--- config.mk ---
export PLATFORM = sky130hd
export DESIGN_NAME = heartbeat_led_envelope
export DESIGN_NICKNAME = d
export VERILOG_FILES = /design/src/sv/hle_pkg.sv /design/src/sv/heartbeat_led_envelope.sv
export VERILOG_INCLUDE_DIRS = /design/src /design/src/sv
export SDC_FILE = /design/constraint.sdc
export NUM_CORES = 1
export LEC_CHECK = 0
export BUFFER_PORTS_ARGS = -buffer_cell sky130_fd_sc_hd__clkbuf_2
export CAP_MARGIN = 40
export CORE_ASPECT_RATIO = 0.75
export CORE_UTILIZATION = 40
export DETAILED_ROUTE_END_ITERATION = 16
export PLACE_DENSITY = 0.56
export REMOVE_ABC_BUFFERS = 1
export SLEW_MARGIN = 0
export SYNTH_ARGS = -nofsm -noshare
export SYNTH_HDL_FRONTEND = slang
export SYNTH_SLANG_ARGS = --single-unit
--- constraint.sdc ---
create_clock -name clk -period 7.8 [get_ports clk]
set_input_delay 0.78 -clock clk [delete_from_list [all_inputs] [get_ports clk]]
set_output_delay 0.78 -clock clk [all_outputs]
set_load 0.01 [all_outputs]
--- src/sv/heartbeat_led_envelope_assert.svh ---
// Assertion macros shared by the heartbeat envelope RTL.
// Needs nothing else; the including module supplies clock and reset names.
`ifndef HEARTBEAT_LED_ENVELOPE_ASSERT_SVH
`define HEARTBEAT_LED_ENVELOPE_ASSERT_SVH

// Same-cycle implication, checked only out of reset.
`define HLE_ASSERT_IMPLY(label, clk, rst_n, ante, cons, msg) \
    label: assert property (@(posedge clk) disable iff (!rst_n) (ante) |-> (cons)) \
        else $error(msg);

// Next-cycle implication, checked only out of reset.
`define HLE_ASSERT_NEXT(label, clk, rst_n, ante, cons, msg) \
    label: assert property (@(posedge clk) disable iff (!rst_n) (ante) |=> (cons)) \
        else $error(msg);

`endif

--- src/sv/hle_pkg.sv ---
// Package for the heartbeat LED envelope: phase codes, register indexes,
// reset values, and the rest/pause length helper. Depends on nothing.
package hle_pkg;

    // Function codes carried by a beat on the input channel.
    localparam logic FUNC_START = 1'b0;
    localparam logic FUNC_TICK  = 1'b1;

    // Envelope phases.
    typedef enum logic [2:0] {
        PH_IDLE        = 3'd0,
        PH_LUB_ATK     = 3'd1,
        PH_LUB_DEC     = 3'd2,
        PH_DUB_ATK     = 3'd3,
        PH_DUB_DEC     = 3'd4,
        PH_REST_DEC    = 3'd5,
        PH_REST_BREATH = 3'd6,
        PH_PAUSE_DRAW  = 3'd7
    } phase_t;

    // Configuration register indexes.
    localparam int CFG_IDX_W  = 2;
    localparam int CFG_DATA_W = 8;
    typedef enum logic [CFG_IDX_W-1:0] {
        CFG_LUB_PEAK      = 2'd0,
        CFG_DUB_PEAK      = 2'd1,
        CFG_REST_LEVEL    = 2'd2,
        CFG_DECAY_PERCENT = 2'd3
    } cfg_idx_t;

    localparam int BEATS_PER_CYCLE_DEF = 9;

    // Field widths.
    localparam int LEVEL_W = 8;
    localparam int DECAY_W = 7;
    localparam int FC_W    = 6;
    localparam int REST_W  = 5;
    localparam int PAUSE_W = 6;
    localparam int BTE_W   = 4;
    localparam int GAP_W   = 3;
    localparam int BPH_W   = 3;

    // Division by 100 as multiply by ceil(2^21/100) and shift by 21.
    // Exact for every product below 43690, and level*decay stays below 32768.
    localparam int DECAY_SHIFT   = 21;
    localparam int DECAY_SCALE_W = 22;
    localparam logic [DECAY_SCALE_W-1:0] DECAY_RECIP = 22'd20972;
    localparam int PROD_W = LEVEL_W + DECAY_SCALE_W;

    // Reset values.
    localparam logic [LEVEL_W-1:0] LUB_PEAK_RST   = 8'd255;
    localparam logic [LEVEL_W-1:0] DUB_PEAK_RST   = 8'd170;
    localparam logic [LEVEL_W-1:0] REST_LEVEL_RST = 8'd22;
    localparam logic [LEVEL_W-1:0] LEVEL_RST      = 8'd22;
    localparam logic [DECAY_SCALE_W-1:0] DECAY_SCALE_RST = 22'd1635816; // 78 * 20972

    // Envelope constants.
    localparam logic [FC_W-1:0]    LUB_ATK_FRAMES   = 6'd6;
    localparam logic [FC_W-1:0]    LUB_DEC_FRAMES   = 6'd8;
    localparam logic [FC_W-1:0]    DUB_ATK_FRAMES   = 6'd5;
    localparam logic [FC_W-1:0]    DUB_DEC_FRAMES   = 6'd7;
    localparam logic [FC_W-1:0]    REST_DEC_MAX     = 6'd4;
    localparam logic [REST_W-1:0]  ECTOPIC_REST     = 5'd11;
    localparam logic [REST_W-1:0]  REST_BASE        = 5'd21;  // 430 / 20
    localparam logic [PAUSE_W-1:0] PAUSE_BASE       = 6'd32;  // 650 / 20
    localparam logic [BTE_W-1:0]   ECTOPIC_GAP_BASE = 4'd6;
    localparam logic [GAP_W-1:0]   RAND_GAP_MAX     = 3'd4;
    localparam logic [BPH_W-1:0]   BREATH_LAST      = 3'd5;

    // Number of extra frames that a random millisecond count adds to a
    // 20 ms frame base: (base + v) / 20 steps up at v = 10, 30, ..., 130
    // for both the rest base (430) and the pause base (650). Inputs above
    // their legal range land on the top step, which matches clamping them.
    function automatic logic [2:0] rand_steps(input logic [7:0] v);
        logic [2:0] n;
        n = 3'd0;
        for (int k = 0; k < 7; k++) begin
            if (v >= 8'(10 + 20 * k)) begin
                n = n + 3'd1;
            end
        end
        return n;
    endfunction

endpackage

--- src/sv/heartbeat_led_envelope.sv ---
// Heartbeat LED envelope, top level: input register, one pass of envelope
// logic, result register. Depends on hle_pkg and heartbeat_led_envelope_assert.svh.
// A beat passes the input register and then the result register; a low out_ready holds it.
// Throughput: one beat per cycle while out_ready stays high; the single pass from the input
//   register to the result register, through one 8x22 multiply, sets the rate.
// Reset clears control, configuration and envelope state at once; no clearing pass follows.
`include "heartbeat_led_envelope_assert.svh"

module heartbeat_led_envelope #(
    parameter int BEATS_PER_CYCLE = hle_pkg::BEATS_PER_CYCLE_DEF
) (
    input  logic                             clk,
    input  logic                             rst_n,
    input  logic                             cfg_we,
    input  hle_pkg::cfg_idx_t                cfg_index,
    input  logic [hle_pkg::CFG_DATA_W-1:0]   cfg_data,
    input  logic                             in_valid,
    output logic                             in_ready,
    input  logic                             func,
    input  logic [7:0]                       cycles,
    input  logic [7:0]                       rand_rest,
    input  logic [hle_pkg::GAP_W-1:0]        rand_gap,
    input  logic [7:0]                       rand_pause,
    input  logic                             abort,
    output logic                             out_valid,
    input  logic                             out_ready,
    output logic [hle_pkg::LEVEL_W-1:0]      level,
    output logic                             running,
    output logic                             finished
);
    import hle_pkg::*;

    localparam int BEAT_W = $clog2(BEATS_PER_CYCLE + 1);

    // Configuration registers.
    logic [LEVEL_W-1:0]       lub_peak_reg;
    logic [LEVEL_W-1:0]       dub_peak_reg;
    logic [LEVEL_W-1:0]       rest_level_reg;
    logic [DECAY_SCALE_W-1:0] decay_scale_reg;

    // Input stage.
    logic       s1_valid_reg, s1_valid_next;
    logic       s1_func_reg;
    logic [7:0] s1_cycles_reg;
    logic [7:0] s1_rand_rest_reg;
    logic [GAP_W-1:0] s1_rand_gap_reg;
    logic [7:0] s1_rand_pause_reg;
    logic       s1_abort_reg;

    // Envelope state.
    logic [LEVEL_W-1:0] level_reg, level_next;
    phase_t             phase_reg, phase_next;
    logic [FC_W-1:0]    fc_reg, fc_next;
    logic [BEAT_W-1:0]  beat_reg, beat_next;
    logic [7:0]         cycles_left_reg, cycles_left_next;
    logic [BTE_W-1:0]   bte_reg, bte_next;
    logic               seeded_reg, seeded_next;
    logic               ect_reg, ect_next;
    logic [REST_W-1:0]  rest_frames_reg, rest_frames_next;
    logic [PAUSE_W-1:0] pause_reg, pause_next;
    logic [BPH_W-1:0]   bph_reg, bph_next;

    // Result stage.
    logic               out_valid_reg, out_valid_next;
    logic [LEVEL_W-1:0] out_level_reg, out_level_next;
    logic               out_running_reg, out_running_next;
    logic               out_finished_reg, out_finished_next;

    logic s2_load;

    // Datapath terms.
    logic [GAP_W-1:0]    gap_clamped;
    logic [BTE_W-1:0]    bte_reload;
    logic [REST_W-1:0]   rest_new;
    logic [PAUSE_W-1:0]  pause_new;
    logic [LEVEL_W-1:0]  atk_peak;
    logic signed [8:0]   atk_diff;
    logic signed [8:0]   atk_half;
    logic [8:0]          atk_sum;
    logic [LEVEL_W-1:0]  atk_level;
    logic [PROD_W-1:0]   dec_prod;
    logic [PROD_W-DECAY_SHIFT-1:0] dec_quot;
    logic [LEVEL_W-1:0]  dec_sat;
    logic [LEVEL_W-1:0]  dec_level;
    logic                rest_decay;
    logic [FC_W-1:0]     br_fc;
    logic [FC_W-1:0]     br_fc1;
    logic [BPH_W-1:0]    br_bph;
    logic                br_ect;
    logic [PAUSE_W-1:0]  br_pause;
    logic [FC_W-1:0]     br_len;
    logic [BPH_W-1:0]    br_off;
    logic [8:0]          br_sum;
    logic [LEVEL_W-1:0]  br_level;
    logic [BEAT_W-1:0]   beat_inc;
    logic [7:0]          cycles_dec;

    // Handshake: the input stage moves on whenever the result slot frees up.
    assign s2_load  = s1_valid_reg && (!out_valid_reg || out_ready);
    assign in_ready = !s1_valid_reg || s2_load;

    assign out_valid = out_valid_reg;
    assign level     = out_level_reg;
    assign running   = out_running_reg;
    assign finished  = out_finished_reg;

    // Ectopic schedule reload and beat/pause lengths.
    assign gap_clamped = (s1_rand_gap_reg > RAND_GAP_MAX) ? RAND_GAP_MAX : s1_rand_gap_reg;
    assign bte_reload  = ECTOPIC_GAP_BASE + BTE_W'(gap_clamped);
    assign rest_new    = REST_BASE + REST_W'(rand_steps(s1_rand_rest_reg));
    assign pause_new   = PAUSE_BASE + PAUSE_W'(rand_steps(s1_rand_pause_reg));

    // Attack: step halfway to the peak, halving toward zero.
    assign atk_peak  = (phase_reg == PH_LUB_ATK) ? lub_peak_reg : dub_peak_reg;
    assign atk_diff  = $signed({1'b0, atk_peak}) - $signed({1'b0, level_reg});
    assign atk_half  = atk_diff[8] ? ((atk_diff + 9'sd1) >>> 1) : (atk_diff >>> 1);
    assign atk_sum   = {1'b0, level_reg} + $unsigned(atk_half);
    assign atk_level = atk_sum[LEVEL_W-1:0];

    // Decay: level * percent / 100, saturated, then held at the rest floor.
    assign dec_prod  = PROD_W'(level_reg) * PROD_W'(decay_scale_reg);
    assign dec_quot  = dec_prod[PROD_W-1:DECAY_SHIFT];
    assign dec_sat   = (dec_quot > 9'd255) ? 8'd255 : dec_quot[LEVEL_W-1:0];
    assign dec_level = (dec_sat < rest_level_reg) ? rest_level_reg : dec_sat;

    // A rest decay frame, either in the rest phase or right after a pause draw.
    assign rest_decay = (level_reg > rest_level_reg) &&
                        (((phase_reg == PH_REST_DEC) && (fc_reg < REST_DEC_MAX)) ||
                         (phase_reg == PH_PAUSE_DRAW));

    // Breathing frame inputs; entering breathing this frame starts from zero.
    assign br_fc    = (phase_reg == PH_REST_BREATH) ? fc_reg : '0;
    assign br_bph   = (phase_reg == PH_REST_BREATH) ? bph_reg : '0;
    assign br_ect   = (phase_reg == PH_PAUSE_DRAW) ? 1'b0 : ect_reg;
    assign br_pause = (phase_reg == PH_PAUSE_DRAW) ? pause_new : pause_reg;
    assign br_len   = (br_ect || (br_pause == '0)) ? FC_W'(rest_frames_reg) : br_pause;
    assign br_fc1   = br_fc + 1'b1;
    assign br_off   = (br_bph < 3'd3) ? br_bph : (3'd6 - br_bph);
    assign br_sum   = {1'b0, rest_level_reg} + 9'(br_off);
    assign br_level = br_sum[8] ? 8'd255 : br_sum[LEVEL_W-1:0];

    // End-of-beat bookkeeping.
    assign beat_inc   = beat_reg + 1'b1;
    assign cycles_dec = (cycles_left_reg != '0) ? (cycles_left_reg - 8'd1) : cycles_left_reg;

    // Next state and result for the beat leaving the input stage.
    always_comb
    begin
        s1_valid_next     = in_valid && in_ready ? 1'b1 : (s2_load ? 1'b0 : s1_valid_reg);
        out_valid_next    = s2_load ? 1'b1 : (out_ready ? 1'b0 : out_valid_reg);
        out_level_next    = out_level_reg;
        out_running_next  = out_running_reg;
        out_finished_next = out_finished_reg;

        level_next       = level_reg;
        phase_next       = phase_reg;
        fc_next          = fc_reg;
        beat_next        = beat_reg;
        cycles_left_next = cycles_left_reg;
        bte_next         = bte_reg;
        seeded_next      = seeded_reg;
        ect_next         = ect_reg;
        rest_frames_next = rest_frames_reg;
        pause_next       = pause_reg;
        bph_next         = bph_reg;

        if (s2_load) begin
            out_level_next    = level_reg;
            out_running_next  = 1'b0;
            out_finished_next = 1'b0;

            if (s1_func_reg == FUNC_START) begin
                // Start: load the cycle count and begin a fresh beat.
                if (!seeded_reg) begin
                    bte_next    = bte_reload;
                    seeded_next = 1'b1;
                end
                cycles_left_next = s1_cycles_reg;
                beat_next        = '0;
                fc_next          = '0;
                bph_next         = '0;
                ect_next         = 1'b0;
                pause_next       = '0;
                phase_next       = (s1_cycles_reg != '0) ? PH_LUB_ATK : PH_IDLE;
                out_running_next = (s1_cycles_reg != '0);
            end else if (phase_reg != PH_IDLE) begin
                out_running_next = 1'b1;
                case (phase_reg)
                    PH_LUB_ATK, PH_DUB_ATK:
                    begin
                        // The first lub frame opens the beat.
                        if ((phase_reg == PH_LUB_ATK) && (fc_reg == '0)) begin
                            if (bte_reg <= 4'd1) begin
                                bte_next         = bte_reload;
                                ect_next         = 1'b1;
                                rest_frames_next = ECTOPIC_REST;
                            end else begin
                                bte_next         = bte_reg - 4'd1;
                                ect_next         = 1'b0;
                                rest_frames_next = rest_new;
                            end
                            pause_next = '0;
                        end
                        level_next     = atk_level;
                        out_level_next = atk_level;
                        if ((fc_reg + 1'b1) >= ((phase_reg == PH_LUB_ATK) ?
                                                LUB_ATK_FRAMES : DUB_ATK_FRAMES)) begin
                            phase_next = (phase_reg == PH_LUB_ATK) ? PH_LUB_DEC : PH_DUB_DEC;
                            fc_next    = '0;
                        end else begin
                            fc_next = fc_reg + 1'b1;
                        end
                    end
                    PH_LUB_DEC, PH_DUB_DEC:
                    begin
                        level_next     = dec_level;
                        out_level_next = dec_level;
                        if ((fc_reg + 1'b1) >= ((phase_reg == PH_LUB_DEC) ?
                                                LUB_DEC_FRAMES : DUB_DEC_FRAMES)) begin
                            phase_next = (phase_reg == PH_LUB_DEC) ? PH_DUB_ATK : PH_REST_DEC;
                            fc_next    = '0;
                        end else begin
                            fc_next = fc_reg + 1'b1;
                        end
                    end
                    PH_REST_DEC, PH_REST_BREATH, PH_PAUSE_DRAW:
                    begin
                        // A pause draw sets the pause length and falls into the rest.
                        if (phase_reg == PH_PAUSE_DRAW) begin
                            pause_next = pause_new;
                            ect_next   = 1'b0;
                        end
                        if (rest_decay) begin
                            level_next     = dec_level;
                            out_level_next = dec_level;
                            fc_next        = (phase_reg == PH_PAUSE_DRAW) ? FC_W'(1) :
                                                                          fc_reg + 1'b1;
                            phase_next     = PH_REST_DEC;
                        end else begin
                            out_level_next = br_level;
                            if (br_fc1 >= br_len) begin
                                fc_next  = '0;
                                bph_next = '0;
                                if (br_ect) begin
                                    phase_next = PH_PAUSE_DRAW;
                                end else begin
                                    pause_next = '0;
                                    if (beat_inc >= BEAT_W'(BEATS_PER_CYCLE)) begin
                                        beat_next        = '0;
                                        cycles_left_next = cycles_dec;
                                    end else begin
                                        beat_next        = beat_inc;
                                        cycles_left_next = cycles_left_reg;
                                    end
                                    if (cycles_left_next == '0) begin
                                        phase_next        = PH_IDLE;
                                        out_finished_next = 1'b1;
                                    end else begin
                                        phase_next = PH_LUB_ATK;
                                    end
                                end
                            end else begin
                                fc_next    = br_fc1;
                                bph_next   = (br_bph == BREATH_LAST) ? '0 : br_bph + 1'b1;
                                phase_next = PH_REST_BREATH;
                            end
                        end
                    end
                    default:
                    begin
                    end
                endcase

                // Abort stops after this frame.
                if (s1_abort_reg) begin
                    phase_next        = PH_IDLE;
                    fc_next           = '0;
                    bph_next          = '0;
                    out_finished_next = 1'b1;
                end
            end
        end
    end

    // Configuration registers; the decay percent is kept pre-scaled by 1/100.
    always_ff @(posedge clk or negedge rst_n)
    begin
        if (!rst_n) begin
            lub_peak_reg    <= LUB_PEAK_RST;
            dub_peak_reg    <= DUB_PEAK_RST;
            rest_level_reg  <= REST_LEVEL_RST;
            decay_scale_reg <= DECAY_SCALE_RST;
        end else if (cfg_we) begin
            case (cfg_index)
                CFG_LUB_PEAK:      lub_peak_reg   <= cfg_data;
                CFG_DUB_PEAK:      dub_peak_reg   <= cfg_data;
                CFG_REST_LEVEL:    rest_level_reg <= cfg_data;
                CFG_DECAY_PERCENT: decay_scale_reg <=
                    DECAY_SCALE_W'(cfg_data[DECAY_W-1:0]) * DECAY_RECIP;
                default:
                begin
                end
            endcase
        end
    end

    // Control and envelope state.
    always_ff @(posedge clk or negedge rst_n)
    begin
        if (!rst_n) begin
            s1_valid_reg    <= 1'b0;
            out_valid_reg   <= 1'b0;
            level_reg       <= LEVEL_RST;
            phase_reg       <= PH_IDLE;
            fc_reg          <= '0;
            beat_reg        <= '0;
            cycles_left_reg <= '0;
            bte_reg         <= '0;
            seeded_reg      <= 1'b0;
            ect_reg         <= 1'b0;
            rest_frames_reg <= '0;
            pause_reg       <= '0;
            bph_reg         <= '0;
        end else begin
            s1_valid_reg    <= s1_valid_next;
            out_valid_reg   <= out_valid_next;
            level_reg       <= level_next;
            phase_reg       <= phase_next;
            fc_reg          <= fc_next;
            beat_reg        <= beat_next;
            cycles_left_reg <= cycles_left_next;
            bte_reg         <= bte_next;
            seeded_reg      <= seeded_next;
            ect_reg         <= ect_next;
            rest_frames_reg <= rest_frames_next;
            pause_reg       <= pause_next;
            bph_reg         <= bph_next;
        end
    end

    // Payload registers of both stages.
    always_ff @(posedge clk)
    begin
        if (in_valid && in_ready) begin
            s1_func_reg       <= func;
            s1_cycles_reg     <= cycles;
            s1_rand_rest_reg  <= rand_rest;
            s1_rand_gap_reg   <= rand_gap;
            s1_rand_pause_reg <= rand_pause;
            s1_abort_reg      <= abort;
        end
        out_level_reg    <= out_level_next;
        out_running_reg  <= out_running_next;
        out_finished_reg <= out_finished_next;
    end

    // A finishing beat is always a frame of a running animation.
    `HLE_ASSERT_IMPLY(a_fin_running, clk, rst_n, out_valid_reg && out_finished_reg,
        out_running_reg, "finished result without running")
    // An active envelope always has cycles left to run.
    `HLE_ASSERT_IMPLY(a_active_cycles, clk, rst_n, phase_reg != PH_IDLE,
        cycles_left_reg != '0, "active phase with no cycles left")
    // The breathing counter is idle outside the breathing phase.
    `HLE_ASSERT_IMPLY(a_bph_clear, clk, rst_n, phase_reg != PH_REST_BREATH,
        bph_reg == '0, "breathing counter set outside breathing")
    // A beat leaving the input stage always fills the result register.
    `HLE_ASSERT_NEXT(a_load_result, clk, rst_n, s2_load,
        out_valid_reg, "result register not filled after load")

endmodule
==> flow_summary.yaml <==
floorplan:
  dieArea_mm2: 0.0390
  std_cell_rows: 61
  die_x_um: 228
  die_h_um: 171
  core_mm2: 0.0373
  start_util: 0.409
  io_pins: 56
setup_path:
  path_max_fanout: 16
  path_class: "reg -> reg"
  cpMostUsedCell: "fa_1"
  cp-start-kind: "flop"
  cp.arrival_ps: 7580
  endpoint_kind: "flop"
  path_cells: "buf_4 > nand2_1 > fa_1 > inv_1 > fa_1 > fa_1 > inv_1 > fa_1 > inv_1 > ha_1 > nand2_1 > nor3_2 > or3b_1 > a311oi_2 > buf_4 > nand2_1 > ha_1 > a21o_1 > a21o_1 > a21oi_1 > a21boi_1 > o21ai_0 > o221ai_1 > o211ai_1"
  reg2reg_slack_ps: 360
  slowest_delay_ps: 790
  slowest_stage: "dfrtp_1"
  critPathBufInv: 5
  required_ps: 7940
  path_delay_family: "adder cells"
detailed_routing:
  viasPerCell: 5.33
  ant_nets: 0
  wl_per_cell_um: 17.2
  routed_wl_um: 39000
  first_pass_iters: 5
  drcViolationCount: 0
  vias: 12092
  initialDrtViolationCount: 816
timing:
  holdWs_ps: 360
  worst_pin_slew_ps: 902
  post-route-min-period_ps: 7440
  fin_setup_tns_ps: 0
  rsz0062_at_grt: "false"
  slew-limit-headroom: 0.396
  fin_skew_ps: 6.77
  fmax_mhz: 134
  hold_viol: 0
  period_share: 0.954
  drv_slew: 0
  setup-violations-final: 0
cts:
  htreeDepth: 4
  insertion_delay_ps: 440
  cts_tree: "done"
  path_clk_slew_ps: 60
  cts_made_buffers: 17
  cts_max_path_buffers: 2
  cts_root_buffer: "clkbuf_16"
  post-cts-setup-buffers: 0
  clock_sinks: 132
global_routing:
  grt_use_total: 0.210
  grt_pass1_wl_um: 63400
  antenna_found_initial: 0
  grt_pass1_vias: 11786
  overflow: 0
  grt_max_degree: 50
synthesis:
  synth_edf_count: 37
  ys_ff_latch: 132
  yosys.area.top_type_share: 0.167
  syn_avg_cell_area_um2: 9.01
  yosys.area_share.adder: 0.305
  post_synth_most_frequent_cells: "inv_1 (230), ha_1 (169), nand2_1 (155)"
  synthSimpleGateAreaFrac: 0.181
  synth-compound-area-share: 0.149
  synth_top_family_by_area: "adder cells"
  yosys.cell_types.count: 82
  synthCells: 1695
  synth.top_cells.by_area: "fa_1 (17%), ha_1 (14%), dfrtp_1 (11%)"
  yosys.area.top_type: "fa_1"
  synth_xor_area_frac: 0.0388
  syn_area_mm2: 0.0153
  ys.flop_type: "dfrtp_1"
  synth.most_common_cell: "inv_1"
  async_flop_share: 0.720
  yosys_warnings: 0
  yosysSeqAreaShare: 0.231
  synth_mux_area_frac: 0.0266
cells_and_area:
  multi_input_area_mm2: 0.0107
  final_cells: 2269
  fillers: 3589
  layout.nets: 2091
  regArea_mm2: 0.00353
  largest_register_ffs: 20
  drive_above_1_share: 0.117
  syn2layout_area_growth_pct: 10.1
job:
  maxCapViolations: 0
placed_design:
  hpwlAfterDp_um: 31000
  gp_congestion: 0.914
  io_buffers: 53
  post-place-cells: 2236
outcome:
  outcome: "finished clean"
worst_hold_path:
  hold_path.class: "in -> async"
[cells by family after synthesis]
group	count (synthesis)
AND/OR/NAND/NOR	543
multiplexers	37
flip-flops	132
adder cells (fa/ha/maj)	296
AO/OA/AOI/OAI	342
buffers and inverters	279
XOR/XNOR	66
[final cells by class]
type                    instances  share of cell area
multi-input cells            1284               0.636
flip-flops and latches        132               0.210
inverters                     230              0.0514
well taps                     504              0.0375
repair buffers                 86              0.0311
clock buffers                  17              0.0253
clock inverters                15             0.00864
diodes                          1            0.000149
[layout by cell type, fill, tap and decap left out, drive strengths merged, types with 27 or more instances in the layout]
cell type	count
dfstp	30
clkbuf	69
mux2	29
a21o	27
ha	169
nor3	36
dfrtp	65
edfxtp	37
xnor2	37
nand2	156
inv	237
and2	121
a21oi	71
nand3	33
nor2	92
o21ai	108
buf	34
fa	127
xor2	28
[path summary, 6_finish.rpt]
| path | endpoint | depth (start not counted) | startpoint |
|---|---|---|---|
| setup / recovery | level[0] | 24 | level_reg[3] |
| hold / removal | cycles_left_reg[4] | 1 | rst_n |
| setup reg to reg | level[0] | 24 | level_reg[3] |
| hold reg to reg | seeded_reg | 1 | seeded_reg |
| max in group asynchronous | rest_level_reg[3] | 2 | rst_n |
| min in group clk | seeded_reg | 1 | seeded_reg |
[metrics by stage]
stage / utilization / worst slack (ps) / cell area (µm²)
final: 0.450 / 359 / 16800
after global routing: 0.450 / 16.4 / 16800
after CTS: 0.450 / 409 / 16800
after detailed placement: 0.435 / 436 / 16200
after global placement: 0.434 / 466 / 16200
after floorplan: - / 1220 / 15100
[per-layer routing]
metal	vias up	global-route usage	part of all wire
li1	5903	-	-
met1	5865	0.334	0.54
met2	303	0.282	0.38
met3	21	0.0506	0.070
met4	0	0.0385	0.0071
met5	-	0	0
[repair_timing]
item	4_1_cts	5_1_grt
endpoints found under the setup margin	0	5
gates resized for setup	0	1
hold buffers	0	0
Power is left out: the tool's default activity adds up to more than one toggle a clock period on the data nets, which glitch-free logic cannot reach.
